==> config.mk <==
export PLATFORM = sky130hd
export DESIGN_NAME = modular_exponentiation_unit
export DESIGN_NICKNAME = d
export VERILOG_FILES = /design/src/design/mexp_pkg.sv /design/src/design/mexp_add_mod.sv /design/src/design/mexp_mul_mod.sv /design/src/design/modular_exponentiation_unit.sv
export SDC_FILE = /design/constraint.sdc
export NUM_CORES = 1
export LEC_CHECK = 0
export ABC_CLOCK_PERIOD_IN_PS = 8000
export BUFFER_PORTS_ARGS = -buffer_cell sky130_fd_sc_hd__buf_2
export CAP_MARGIN = 20
export CORE_MARGIN = 2
export CORE_UTILIZATION = 40
export CTS_BUF_LIST = sky130_fd_sc_hd__clkbuf_16
export DETAILED_ROUTE_END_ITERATION = 10
export SLEW_MARGIN = 20
export SYNTH_ARGS = -nofsm -noshare
export SYNTH_HDL_FRONTEND = slang
export SYNTH_HIERARCHICAL = 1
export SYNTH_SLANG_ARGS = --single-unit
==> constraint.sdc <==
create_clock -name i_clk -period 8 [get_ports i_clk]
set_input_delay 1.6 -clock i_clk [delete_from_list [all_inputs] [get_ports i_clk]]
set_output_delay 1.6 -clock i_clk [all_outputs]
set_load 0.005 [all_outputs]
==> src/design/mexp_pkg.sv <==
// mexp_pkg: shared types for the modular exponentiation unit
// status handshake between the top-level sequencer and the multiplier
// no dependencies
package mexp_pkg;

    // status of the shared modular multiplier
    typedef struct packed {
        logic busy;
        logic done;
    } t_mul_stat;

endpackage

==> src/design/mexp_add_mod.sv <==
// mexp_add_mod: modular adder, (x + y) mod m, a modulus of zero wraps at WIDTH bits
// the one arithmetic unit shared by every step of the multiplier
// no dependencies
module mexp_add_mod #(
    parameter int WIDTH = 32
) (
    input  logic [WIDTH-1:0] i_x,
    input  logic [WIDTH-1:0] i_y,
    input  logic [WIDTH-1:0] i_m,
    output logic [WIDTH-1:0] o_sum
);

    logic [WIDTH:0]   sum_full;
    logic [WIDTH+1:0] diff;

    assign sum_full = {1'b0, i_x} + {1'b0, i_y};
    // no borrow means the sum (carry included) reached the modulus
    assign diff     = {1'b0, sum_full} - {2'b00, i_m};
    assign o_sum    = diff[WIDTH+1] ? sum_full[WIDTH-1:0] : diff[WIDTH-1:0];

endmodule

==> src/design/mexp_mul_mod.sv <==
// mexp_mul_mod: bit-serial modular multiplier, double and add, msb of b first
// one modular add per cycle through mexp_add_mod
// depends on mexp_pkg and mexp_add_mod
module mexp_mul_mod #(
    parameter int WIDTH = 32
) (
    input  logic                i_clk,
    input  logic                i_rst_n,
    input  logic                i_start,
    input  logic [WIDTH-1:0]    i_a,
    input  logic [WIDTH-1:0]    i_b,
    input  logic [WIDTH-1:0]    i_m,
    output mexp_pkg::t_mul_stat o_stat,
    output logic [WIDTH-1:0]    o_product
);

    import mexp_pkg::*;

    localparam int CW = $clog2(WIDTH);

    typedef enum logic [1:0] {
        M_IDLE,
        M_DBL,
        M_ADD
    } t_mstate;

    t_mstate          r_state, n_state;
    logic [WIDTH-1:0] r_r, n_r;
    logic [WIDTH-1:0] r_b, n_b;
    logic [CW-1:0]    r_cnt, n_cnt;
    logic             r_done, n_done;

    logic [WIDTH-1:0] add_y;
    logic [WIDTH-1:0] add_sum;
    logic             bit_end;

    assign add_y = (r_state == M_ADD) ? i_a : r_r;

    mexp_add_mod #(.WIDTH(WIDTH)) u_add (
        .i_x   (r_r),
        .i_y   (add_y),
        .i_m   (i_m),
        .o_sum (add_sum)
    );

    // a bit of b is finished after its doubling, or after its add when set
    assign bit_end = (r_state == M_ADD) || ((r_state == M_DBL) && !r_b[WIDTH-1]);

    always_comb begin
        n_state = r_state;
        n_r     = r_r;
        n_b     = r_b;
        n_cnt   = r_cnt;
        n_done  = 1'b0;
        case (r_state)
            M_IDLE: begin
                if (i_start) begin
                    n_r     = '0;
                    n_b     = i_b;
                    n_cnt   = CW'(WIDTH - 1);
                    n_state = M_DBL;
                end
            end
            M_DBL: begin
                n_r = add_sum;
                if (r_b[WIDTH-1]) begin
                    n_state = M_ADD;
                end
            end
            M_ADD: begin
                n_r = add_sum;
            end
            default: begin
                n_state = M_IDLE;
            end
        endcase
        if (bit_end) begin
            if (r_cnt == '0) begin
                n_state = M_IDLE;
                n_done  = 1'b1;
            end else begin
                n_cnt   = r_cnt - 1'b1;
                n_b     = {r_b[WIDTH-2:0], 1'b0};
                n_state = M_DBL;
            end
        end
    end

    always_ff @(posedge i_clk) begin
        if (!i_rst_n) begin
            r_state <= M_IDLE;
            r_done  <= 1'b0;
        end else begin
            r_state <= n_state;
            r_done  <= n_done;
        end
        r_r   <= n_r;
        r_b   <= n_b;
        r_cnt <= n_cnt;
    end

    assign o_stat.busy = (r_state != M_IDLE);
    assign o_stat.done = r_done;
    assign o_product   = r_r;

endmodule

==> src/design/modular_exponentiation_unit.sv <==
// modular_exponentiation_unit: base^exponent mod modulus, square and multiply, lsb first
// one transaction at a time, busy high from accept to the result strobe
// the serial modular multiplier (one add per cycle) sets the run time
// reset: synchronous active low, sequencer idle, modulus back to 1
module modular_exponentiation_unit #(
    parameter int WIDTH = 32
) (
    input  logic             i_clk,
    input  logic             i_rst_n,
    // command side
    input  logic             start,
    output logic             busy,
    input  logic [WIDTH-1:0] i_base_value,
    input  logic [WIDTH-1:0] i_exponent,
    // result side, one-cycle strobe
    output logic             o_result_valid,
    output logic [WIDTH-1:0] o_power_result,
    // modulus register write channel
    input  logic             i_cfg_valid,
    output logic             o_cfg_ready,
    input  logic [WIDTH-1:0] i_cfg_data
);

    import mexp_pkg::*;

    // sequencer states, each wait state names the product in flight
    typedef enum logic [2:0] {
        S_IDLE,
        S_RED,      // base reduced as 1 * base mod m
        S_STEP,     // look at the next exponent bit
        S_ACC,      // acc = acc * base
        S_SQR       // base = base * base
    } t_state;

    t_state           r_state, n_state;
    logic             r_busy, n_busy;
    logic             r_valid, n_valid;
    logic [WIDTH-1:0] r_result, n_result;
    logic [WIDTH-1:0] r_mod, n_mod;
    logic [WIDTH-1:0] r_acc, n_acc;
    logic [WIDTH-1:0] r_base, n_base;
    logic [WIDTH-1:0] r_exp, n_exp;
    logic             r_mul_start, n_mul_start;

    logic [WIDTH-1:0] mul_a;
    logic [WIDTH-1:0] mul_b;
    logic [WIDTH-1:0] mul_product;
    t_mul_stat        mul_stat;
    logic             accept;
    logic             cfg_write;

    assign accept    = start && !r_busy;
    assign cfg_write = i_cfg_valid && o_cfg_ready;

    // operand select for the shared multiplier
    always_comb begin
        case (r_state)
            S_RED: begin
                mul_a = WIDTH'(1);
                mul_b = r_base;
            end
            S_ACC: begin
                mul_a = r_acc;
                mul_b = r_base;
            end
            default: begin
                mul_a = r_base;
                mul_b = r_base;
            end
        endcase
    end

    mexp_mul_mod #(.WIDTH(WIDTH)) u_mul (
        .i_clk     (i_clk),
        .i_rst_n   (i_rst_n),
        .i_start   (r_mul_start),
        .i_a       (mul_a),
        .i_b       (mul_b),
        .i_m       (r_mod),
        .o_stat    (mul_stat),
        .o_product (mul_product)
    );

    always_comb begin
        n_state     = r_state;
        n_busy      = r_busy;
        n_valid     = 1'b0;
        n_result    = r_result;
        n_mod       = r_mod;
        n_acc       = r_acc;
        n_base      = r_base;
        n_exp       = r_exp;
        n_mul_start = 1'b0;

        // modulus only changes between transactions
        if (cfg_write) begin
            n_mod = i_cfg_data;
        end

        case (r_state)
            S_IDLE: begin
                if (accept) begin
                    n_base      = i_base_value;
                    n_exp       = i_exponent;
                    n_acc       = WIDTH'(1);
                    n_busy      = 1'b1;
                    n_mul_start = 1'b1;
                    n_state     = S_RED;
                end
            end
            S_RED: begin
                if (mul_stat.done) begin
                    n_base  = mul_product;
                    n_state = S_STEP;
                end
            end
            S_STEP: begin
                if (!mul_stat.busy) begin
                    if (r_exp == '0) begin
                        // no exponent bits left, zero exponent ends here with acc = 1
                        n_result = r_acc;
                        n_valid  = 1'b1;
                        n_busy   = 1'b0;
                        n_state  = S_IDLE;
                    end else if (r_exp[0]) begin
                        n_mul_start = 1'b1;
                        n_state     = S_ACC;
                    end else begin
                        n_mul_start = 1'b1;
                        n_state     = S_SQR;
                    end
                end
            end
            S_ACC: begin
                if (mul_stat.done) begin
                    n_acc       = mul_product;
                    n_mul_start = 1'b1;
                    n_state     = S_SQR;
                end
            end
            S_SQR: begin
                if (mul_stat.done) begin
                    n_base  = mul_product;
                    n_exp   = {1'b0, r_exp[WIDTH-1:1]};
                    n_state = S_STEP;
                end
            end
            default: begin
                n_state = S_IDLE;
                n_busy  = 1'b0;
            end
        endcase
    end

    always_ff @(posedge i_clk) begin
        if (!i_rst_n) begin
            r_state     <= S_IDLE;
            r_busy      <= 1'b0;
            r_valid     <= 1'b0;
            r_mul_start <= 1'b0;
            r_mod       <= WIDTH'(1);
        end else begin
            r_state     <= n_state;
            r_busy      <= n_busy;
            r_valid     <= n_valid;
            r_mul_start <= n_mul_start;
            r_mod       <= n_mod;
        end
        r_result <= n_result;
        r_acc    <= n_acc;
        r_base   <= n_base;
        r_exp    <= n_exp;
    end

    assign busy           = r_busy;
    assign o_result_valid = r_valid;
    assign o_power_result = r_result;
    assign o_cfg_ready    = !r_busy;

endmodule

## Word level (Yosys, flattened, before mapping)

Index checks and enable logic that the tools add are counted.

- Add/subtract/negate cells: 3
- Equality and inequality tests: 16
- Muxes and demuxes: 44
- Bitwise gates (word level): 4
- Reductions and logical operators: 28

Operators by type and width:

| operator | number |
|---|---|
| 32-bit two-way mux | 12 |
| 32-bit one-hot mux with 2 select lines | 5 |
| 33-bit by 32-bit subtractor with 34-bit output | 1 |
| 32-bit by 32-bit adder with 33-bit output | 1 |
| 32-bit zero test | 1 |
| 5-bit two-way mux | 4 |
| 3-bit two-way mux | 6 |
| 3-bit AND reduction | 5 |
| 3-bit one-hot mux with 4 select lines | 1 |
| 1-bit two-way mux | 10 |
| 2-bit nonzero test | 5 |
| 2-bit by 1-bit inequality test with 1-bit output, second input constant | 4 |
| 2-bit inequality test, second input constant | 4 |
| 4-bit AND reduction | 2 |
| 3-bit by 2-bit == test with 1-bit output, second input constant | 2 |
| 2-bit two-way mux | 3 |
| 1-bit one-hot mux with 3 select lines | 2 |
| 2-bit one-hot mux with 3 select lines | 1 |
| 3-bit OR reduction | 2 |
| 5-bit zero test | 1 |
| 5-bit by 1-bit subtractor with 5-bit output, second input constant | 1 |
| 1-bit NOT | 4 |
| 2-bit AND reduction | 2 |
| 2-bit OR reduction | 2 |
| 11 further kinds | 14 |

- Register bits after elaboration: 238
- Bits of input ports: 100
- Output and inout bits: 35
- Logic and storage cells: 109

## Depth between registers and ports, before layout

Gate-level depths: netlist (run 1).

- Word-level depth: 7
- Mapped depth: 27
- Gate-level depth less buffers: 24

## Hierarchy

Netlist (run 1), hierarchy kept.

By module, submodules not included:

| module | times used | cells an instance | area each (µm²) | seq. area each (µm²) |
|---|---|---|---|---|
| modular_exponentiation_unit | 1 | 550 | 6926.6 | 4604.4 |
| mexp_add_mod | 1 | 491 | 3570.9 | 0.0 |
| mexp_mul_mod | 1 | 332 | 3379.5 | 1761.7 |

## Worst setup path before layout (run 1)

No wires, ideal clock.

- Path type: reg2reg
- Start: register r_state[0] (netlist name)
- End: register u_mul.r_r[22], in the netlist u_mul/o_product[22], data pin
- Setup time: 0.255 ns
- Arrival: 5.403 ns
- Required time: 7.745 ns
- Slack: 2.342 ns
- Stages on the path, launching flop included: 27
- Buffers on the path: 3
- Clock period less this slack: 5.658 ns
- Path through: dfxtp_1 nor2b_1 buf_2 buf_2 a31oi_1 mux2_2 ha_1 fa_1 a211oi_1 o21ai_1 o31ai_2 a311oi_1 o21ai_2 o31a_1 o21ba_2 xnor2_1 ha_1 a21oi_1 o21ai_0 a21oi_1 nor2b_1 o21ai_0 o211ai_1 a211oi_4 buf_4 mux2_2 and2_1

RTL lines:

| element | RTL line | text |
|---|---|---|
| end signal, assigned | mexp_mul_mod.sv:97 | `r_r <= n_r;` |
| end, declared | mexp_mul_mod.sv:28 | `logic [WIDTH-1:0] r_r, n_r;` |

==> out/results.ini, run 1 <==
[synth]
synth.area.top_cells=edfxtp_1 35%, dfxtp_1 11%, mux2_2 7.8%
postSynth.asyncResetShare_pct=0
yosys.area.top_type_share_pct=34.6
synth.net_count=1544
postSynthAreaPerCell_um2=10.1
yosysTopAreaCell=edfxtp_1
synth_cell_types=76
ys.flop_type=edfxtp_1
synthCells=1373
syn-cell-area_um2=13900
yosysSeqAreaShare_pct=45.9
ys_warn_count=6
ys_ff_latch=238
synth_edf_count=160

[cts]
clock-sinks=238
ctsLongestPathBuffers=3
path_clk_slew_ns=0.06
cts_hold_buf=0
cts_max_level=1
clk_latency_ns=0.54
cts_buffers=28
cts_tree=done
post_cts_resized=0
root_buffer=clkbuf_16
postCtsSetupBuffers=0

[min_path]
hold_path_class=reg -> reg

[route]
wl_mm=31.8
wire_per_inst_um=16.2
drc=0
vias_per_cell=5.12
drt_iter0_drc=697
firstDrtPassIters=6
vias=10100
postRouteAntennaNets=0

[sta]
max_freq_mhz=147
fin_worst_skew_ns=0.0119
maxSlewHeadroom_pct=46.8
post-route-min-period_ns=6.79
period_share_pct=84.8
rsz0062_at_grt=false
tns_ns=0
finalMaxSlewViolations=0
hold_violations=0
worstMarginPinSlew_ns=0.797
whs_ns=0.452
setup_viol=0

[global_route]
grt_pass1_wl_mm=51.8
grt_start_max_net_pins=67
use_met2_pct=26.9
grt_pass1_vias=9919
antenna_found_initial=0
grt_overflow=0
grt_util_met3_pct=1.88
met1_usage_pct=26.4
grt_use_total_pct=17.7
busiest_layer=met2

[setup_path]
reg2reg_to=u_mul/o_product[3]$_SDFFCE_PN0P_
critical_path_class=reg -> reg
worstPathArrival_ns=7.08
worstPathMaxFanout=32
r2r_start=r_state[0]$_SDFFE_PN0P_
crit_path_end=u_mul/o_product[3]$_SDFFCE_PN0P_
rr_worst_depth=24
crit_required_ns=8.29
cp-start-kind=register
endpoint_kind=register
rrSetupSlack_ns=1.21
startpoint=r_state[0]$_SDFFE_PN0P_

[die]
dieArea_um2=36200
start_util_pct=40.4
io_pins=135
fp.dieH_um=190
rows=68
die_w_um=190
coreArea_um2=34400

[placed_design]
dp_hpwl_mm=23.8
dp_cells=1914
gp_congestion=0.879
port_buffers=134

[run]
drv_cap=0

[cells_and_area]
final_nets=1660
layoutNonFillerInstCount=1966
fin_util_pct=46.0
diodes=0
areaGrowthSynthToFinish_pct=13.9
mostFrequentLayoutCells=234 x nand2_1, 160 x edfxtp_1, 134 x buf_2
final_common_cell=nand2_1
drive_above_1_share_pct=21.4

[run_status]
outcome=completed

## per-stage QoR
step                setup slack, ns  instance area (um2)
CTS                            1.20                15800
finish                         1.21                15800
global route                  0.597                15800
floorplan                      2.34                13900
global placement               1.51                14900
detailed placement             1.24                14900
## sequential cells by signal (all words and copies together) (netlist names), 3 cells and up
name,cells
r_state,3
u_mul/o_product,32
mul_b,32
r_acc,32
r_exp,32
o_power_result,32
r_mod,32
u_mul/r_b,32
u_mul/r_cnt,5
## worst min-delay path by stage
stage                             from                      endpoint  slack, ns  cells past startpoint
2_1_floorplan   r_acc[0]$_SDFFCE_PP1P_   o_power_result[0]$_DFFE_PP_       0.43                      0
3_3_place_gp   r_acc[30]$_SDFFCE_PP0P_  o_power_result[30]$_DFFE_PP_       0.43                      0
3_5_place_dp   r_acc[30]$_SDFFCE_PP0P_  o_power_result[30]$_DFFE_PP_       0.44                      0
4_1_cts        r_acc[30]$_SDFFCE_PP0P_  o_power_result[30]$_DFFE_PP_       0.45                      0
5_1_grt        r_acc[30]$_SDFFCE_PP0P_  o_power_result[30]$_DFFE_PP_       0.46                      0
6_report        r_mod[11]$_SDFFE_PN0P_        r_mod[11]$_SDFFE_PN0P_       0.45                      2
## metal layers
metal / share of wire, % / vias to the layer above
met1: 51 / 4635
met4: 2.5 / 0
li1: - / 5165
met2: 42 / 218
met3: 4.5 / 46
met5: 0 / -
## worst max-delay path: stages (launching register included)
cell and delay, ns:
dfxtp_1 0.66, nand2_2 0.54, nand2_1 0.20, nand2_1 0.06, mux2_2 0.29, fa_1 0.46, a211oi_1 0.30, o21ai_1 0.15
o31ai_2 0.37, a311oi_1 0.24, o21ai_2 0.28, o31a_1 0.21, o21ba_2 0.14, xnor2_1 0.17, ha_1 0.34, a21oi_1 0.23
o21ai_0 0.13, a21oi_1 0.16, nor2b_1 0.06, o21ai_0 0.18, o211ai_1 0.18, a211oi_4 0.22, buf_4 0.39, mux2_2 0.39
and2_1 0.15
## cells by family after synthesis
logic type | Yosys count | share of synthesized area (%)
xor gates and xnor gates | 57 | 3.60
muxes | 129 | 10.4
AOI/OAI and AO/OA | 264 | 12.8
buffers and inverters | 119 | 4.02
adders and majority gates | 71 | 6.51
DFF | 238 | 45.9
and+or+nand+nor | 495 | 16.7
## synthesized netlist by cell type (all sizes together) (2+ instances only)
master   number
a2111oi       2
a211oi        8
a21boi       17
a21o         23
a21oi        75
a221oi        2
a311oi        4
a31oi        39
and2         36
and3         36
and4          5
buf          33
clkbuf       30
dfxtp        78
edfxtp      160
fa            2
ha           69
inv          55
mux2        126
mux2i         3
nand2       236
nand2b       14
nand3        53
nand3b        2
nand4         5
nor2         71
nor2b        11
nor3          4
nor3b         3
nor4          9
nor4b         2
o2111a        2
o2111ai       2
o211ai        5
o21a         14
o21ai        43
o21bai        8
o22a          2
o22ai         2
o41ai         2
or2           5
or3           3
xnor2        35
xor2         22
## layout make-up
class	instances	area, um2
clock buffer	31	776
clock inverter	21	115
fill	3315	18600
inverter	56	210
multi-input combinational	1016	6980
sequential	238	6370
tap	455	569
timing repair buffer	149	783
Power of run 1 is left out: the tool's default activity adds up to more than one toggle a clock period on the data nets, which glitch-free logic cannot reach.
==> inputs of run 2 (changes only) <==
--- a/config.mk
+++ b/config.mk
@@ -5,7 +5,7 @@
 export SDC_FILE = /design/constraint.sdc
 export NUM_CORES = 1
 export LEC_CHECK = 0
-export ABC_CLOCK_PERIOD_IN_PS = 8000
+export ABC_CLOCK_PERIOD_IN_PS = 5500
 export BUFFER_PORTS_ARGS = -buffer_cell sky130_fd_sc_hd__buf_2
 export CAP_MARGIN = 20
 export CORE_MARGIN = 2
==> constraint.sdc (replaced) <==
create_clock -name i_clk -period 5.5 [get_ports i_clk]
set_input_delay 1.1 -clock i_clk [delete_from_list [all_inputs] [get_ports i_clk]]
set_output_delay 1.1 -clock i_clk [all_outputs]
set_load 0.005 [all_outputs]
==> run 2 against run 1 <==
The flow now finishes with violations (setup timing). Non-clock buffer count up 101. Final area up 9.2%. Sequential share of layout area down 3.4 points. Global-route usage up 0.32 points. Clock skew up 0.020 ns. Register-to-register slack worse by 1.2 ns. Clock-buffer cell count up 1. First-iteration DRC count up 11%. Die area unchanged. Routed wire length up 4.4%. Fmax up 23%. Flip-flop and latch count unchanged. Critical endpoint is now u_mul/o_product[13]$_SDFFCE_PN0P_.
==> out/results.ini, run 2 (synthesis gave the netlist of run 1 again) <==
[run_status]
outcome=complete, but fails checks
violations=setup timing

[die]
dieArea_um2=36200
die_w_um=190
rows=68
fp.dieH_um=190
io_pins=135
start_util_pct=40.4
coreArea_um2=34400

[route]
vias_per_cell=5.05
wl_mm=33.2
drc=0
postRouteAntennaNets=0
wire_per_inst_um=16.1
firstDrtPassIters=5
vias=10400
drt_iter0_drc=774

[cells_and_area]
final_nets=1760
diodes=0
final_common_cell=nand2_1
areaGrowthSynthToFinish_pct=24.3
mostFrequentLayoutCells=234 x nand2_1, 160 x edfxtp_1, 134 x buf_2
filler_cell_count=3193
drive_above_1_share_pct=30.2

[min_path]
hold_path_class=reg -> reg

[sta]
hold_violations=0
maxSlewHeadroom_pct=48.9
setup_viol=14
max_freq_mhz=181
post-route-min-period_ns=5.53
setup_ws_ns=-0.0304
worstMarginPinSlew_ns=0.767
period_share_pct=101
fin_worst_skew_ns=0.0315
finalMaxSlewViolations=0
tns_ns=-0.225
rsz0062_at_grt=true

[placed_design]
dp_hpwl_mm=24.4
gp_congestion=0.906
preCtsSetupSlack_ns=-0.243
port_buffers=134

[setup_path]
worst-path-buf-inv=3
worstPathMaxFanout=8
endpoint_kind=register
worstPathArrival_ns=5.81
rrSetupSlack_ns=-0.03
critical_path_class=reg -> reg
cp-start-kind=register
cpMaxStageDelayCell=fa_2
crit_required_ns=5.78
worstPathCellList=nor2b_4, a31oi_1, mux2_4, ha_4, fa_2, a211oi_2, o21ai_2, o31ai_4, a311oi_2, o21ai_2, buf_4, xnor2_1, ha_1, a21o_1, a21o_1, a21o_1, o21ai_2, a21oi_4, a211oi_4, buf_6, buf_12, mux2_2, and2_1
max_stage_delay_ns=0.38
cp_top_family=compound AO/OA/AOI/OAI gates

[cts]
path_clk_slew_ns=0.06
cts_tree=done
clock-sinks=238
ctsLongestPathBuffers=3
root_buffer=clkbuf_16
cts_buffers=27
cts_hold_buf=0
clk_latency_ns=0.56
cts_max_level=1

[global_route]
grt_pass1_vias=10000
antenna_found_initial=0
grt_pass1_wl_mm=52.8
grt_overflow=0
grt_use_total_pct=18.0
grt_start_max_net_pins=67

[run]
drv_cap=0

[run 2: worst paths after layout]
kind	to	start	depth (start not counted)
worst min-delay path	r_mod[6]$_SDFFE_PN0P_	r_mod[6]$_SDFFE_PN0P_	2
worst max-delay path	u_mul/o_product[13]$_SDFFCE_PN0P_	r_state[0]$_SDFFE_PN0P_	23
worst max register to register	u_mul/o_product[13]$_SDFFCE_PN0P_	r_state[0]$_SDFFE_PN0P_	23
worst min register to register	r_mod[6]$_SDFFE_PN0P_	r_mod[6]$_SDFFE_PN0P_	2
[run 2: metrics by stage]
step	hold WS, ns	instances	util, %	area, um2
2_1_floorplan	0.426	1373	-	13900
3_3_place_gp	0.434	2000	45.5	15600
3_5_place_dp	0.436	2000	45.5	15600
4_1_cts	0.450	2057	48.9	16800
5_1_grt	0.467	2065	50.2	17300
6_report	0.452	2065	50.2	17300
[run 2: worst min-delay path, delay by kind of cell, from the launching register on]
family / cells / cell delay [ns]
flip-flops: 1 / 0.31
AND/OR/NAND/NOR: 1 / 0.05
AO/OA/AOI/OAI: 1 / 0.05
[run 2: what timing repair did]
item                                    4_1_cts  5_1_grt
hold endpoints to repair                      0        0
endpoints found under the setup margin       32       32
resized for setup                            27       76
pin swaps                                    13       40
cloned                                        2        1
buffers inserted                              5        7
[run 2: layout make-up]
| class | instances | area, um2 | area share [%] |
|---|---|---|---|
| Clock buffer | 32 | 801 | 4.64 |
| Clock inverter | 18 | 150 | 0.870 |
| Inverter | 56 | 210 | 1.22 |
| Multi-Input combinational cell | 1016 | 7470 | 43.3 |
| Sequential cell | 238 | 6370 | 36.9 |
| Tap cell | 455 | 569 | 3.30 |
| Timing Repair Buffer | 250 | 1680 | 9.76 |
[run 2: layer usage]
layer	vias to the layer above	part of all wire, %	track usage [%]
met5	-	0	0
met4	0	2.2	3.64
met3	45	4.0	2.13
met2	202	43	27.5
met1	4832	51	27.3
li1	5359	-	-
Power of run 2 is left out for the same reason.
==> inputs of run 3 (changes only) <==
--- a/config.mk
+++ b/config.mk
@@ -12,6 +12,7 @@
 export CORE_UTILIZATION = 40
 export CTS_BUF_LIST = sky130_fd_sc_hd__clkbuf_16
 export DETAILED_ROUTE_END_ITERATION = 10
+export SETUP_SLACK_MARGIN = 0.1
 export SLEW_MARGIN = 20
 export SYNTH_ARGS = -nofsm -noshare
 export SYNTH_HDL_FRONTEND = slang
==> run 3 against run 2 <==
The run now ends clean. Worst hold slack is essentially flat. Critical path depth grew 4. Routed wire length grew 3.4%. Final area grew 2.1%. Flip-flop and latch count is the same. Clock-buffer cell count shrank 4. Critical path type unchanged. Critical endpoint is now u_mul/o_product[26]$_SDFFCE_PN0P_.
==> out/results.ini, run 3 (synthesis gave the netlist of run 1 again) <==
[route]
drt_iter0_drc=723
vias=10600
vias_per_cell=5.10
wl_mm=34.3
postRouteAntennaNets=0
drc=0
wire_per_inst_um=16.5
firstDrtPassIters=5

[die]
rows=68
fp.dieH_um=190
io_pins=135
die_w_um=190
dieArea_um2=36200
start_util_pct=40.4
coreArea_um2=34400

[sta]
whs_ns=0.452
setup_viol=0
setup_ws_ns=0.00540
max_freq_mhz=182
maxSlewHeadroom_pct=41.0
rsz0062_at_grt=true
post-route-min-period_ns=5.49
period_share_pct=99.9
hold_violations=0
fin_worst_skew_ns=0.0169
tns_ns=0
finalMaxSlewViolations=0
worstMarginPinSlew_ns=0.884

[setup_path]
worstPathArrival_ns=5.79
worstPathMaxFanout=8
endpoint_kind=register
critical_path_class=reg -> reg
crit_required_ns=5.80
cp-start-kind=register

[placed_design]
port_buffers=134
place_area_um2=15700
preCtsSetupSlack_ns=-0.124
dp_hpwl_mm=24.8
gp_congestion=0.879

[cells_and_area]
drive_above_1_share_pct=31.6
fin_area_um2=17600
diodes=0
final_common_cell=nand2_1
areaGrowthSynthToFinish_pct=26.9
final_nets=1778
mostFrequentLayoutCells=232 x nand2_1, 160 x edfxtp_1, 134 x buf_2

[cts]
cts_max_level=1
cts_hold_buf=0
clk_latency_ns=0.55
ctsLongestPathBuffers=3
cts_buffers=27
clock-sinks=238
root_buffer=clkbuf_16
cts_tree=done
path_clk_slew_ns=0.06

[run_status]
outcome=completed

[global_route]
grt_overflow=0
grt_pass1_wl_mm=53.8
antenna_found_initial=0
grt_pass1_vias=10200
grt_use_total_pct=18.4
grt_start_max_net_pins=62

[run]
drv_cap=0

[min_path]
hold_path_class=reg -> reg

-- run 3: changes by cell type in the layout (fill, tap and decap cells not counted), sizes merged --
cell,previous run,this run
buf,248,265
bufinv,1,4
clkbuf,33,30
clkinv,7,9
clkinvlp,6,1
inv,60,64
-- run 3: worst paths after layout --
check,start,endpoint,slack (ns),depth (start not counted)
hold / removal,r_mod[13]$_SDFFE_PN0P_,r_mod[13]$_SDFFE_PN0P_,0.45,2
setup / recovery,r_state[0]$_SDFFE_PN0P_,u_mul/o_product[26]$_SDFFCE_PN0P_,0.005,27
setup reg to reg,r_state[0]$_SDFFE_PN0P_,u_mul/o_product[26]$_SDFFCE_PN0P_,0.005,27
hold reg to reg,r_mod[13]$_SDFFE_PN0P_,r_mod[13]$_SDFFE_PN0P_,0.45,2
-- run 3: per-layer routing --
layer / wire, um / GRT usage [%] / vias up
met5: 0 / 0 / -
met4: 712 / 4.35 / 0
met1: 17000 / 27.8 / 4953
met2: 15200 / 28.4 / 241
met3: 1370 / 1.91 / 41
li1: - / - / 5398
-- run 3: stage by stage --
step | util (%) | std cells
final | 51.2 | 2083
after global routing | 51.2 | 2083
after CTS | 49.6 | 2072
after detailed placement | 45.7 | 2008
after global placement | 45.6 | 2007
after floorplan | - | 1373
-- run 3: layout make-up --
type	instances	area, um2
multi-input cells	1016	7660
clock buffers	28	701
well taps	455	569
repair buffers	268	1890
inverters	56	210
fillers	3126	16800
clock inverters	22	213
flip-flops and latches	238	6370
-- run 3: what timing repair did --
| item | in CTS | in global routing |
|---|---|---|
| setup buffers | 11 | 9 |
| pin swaps | 31 | 48 |
| gates resized for setup | 49 | 93 |
| cloned | 3 | 2 |
| setup endpoints to repair | 31 | 32 |
-- run 3: worst max-delay path, cell delays in order (launching register included) --
cell and delay [ns]:
dfxtp_4 0.35, nor2b_4 0.30, buf_6 0.15, nor2_4 0.03, a31oi_4 0.15, mux2_4 0.18
ha_4 0.15, fa_2 0.21, a211oi_2 0.07, o21ai_2 0.17, o31ai_2 0.09, buf_4 0.17
a311oi_4 0.33, o21ai_2 0.11, o31a_1 0.28, buf_4 0.14, o21a_1 0.19, xnor2_1 0.29
ha_1 0.35, nor2b_1 0.15, o21ai_1 0.12, o211ai_1 0.15, a211oi_4 0.22, buf_4 0.15
buf_6 0.11, clkbuf_16 0.16, mux2_4 0.29, and2_4 0.15
Power of run 3 is left out for the same reason.
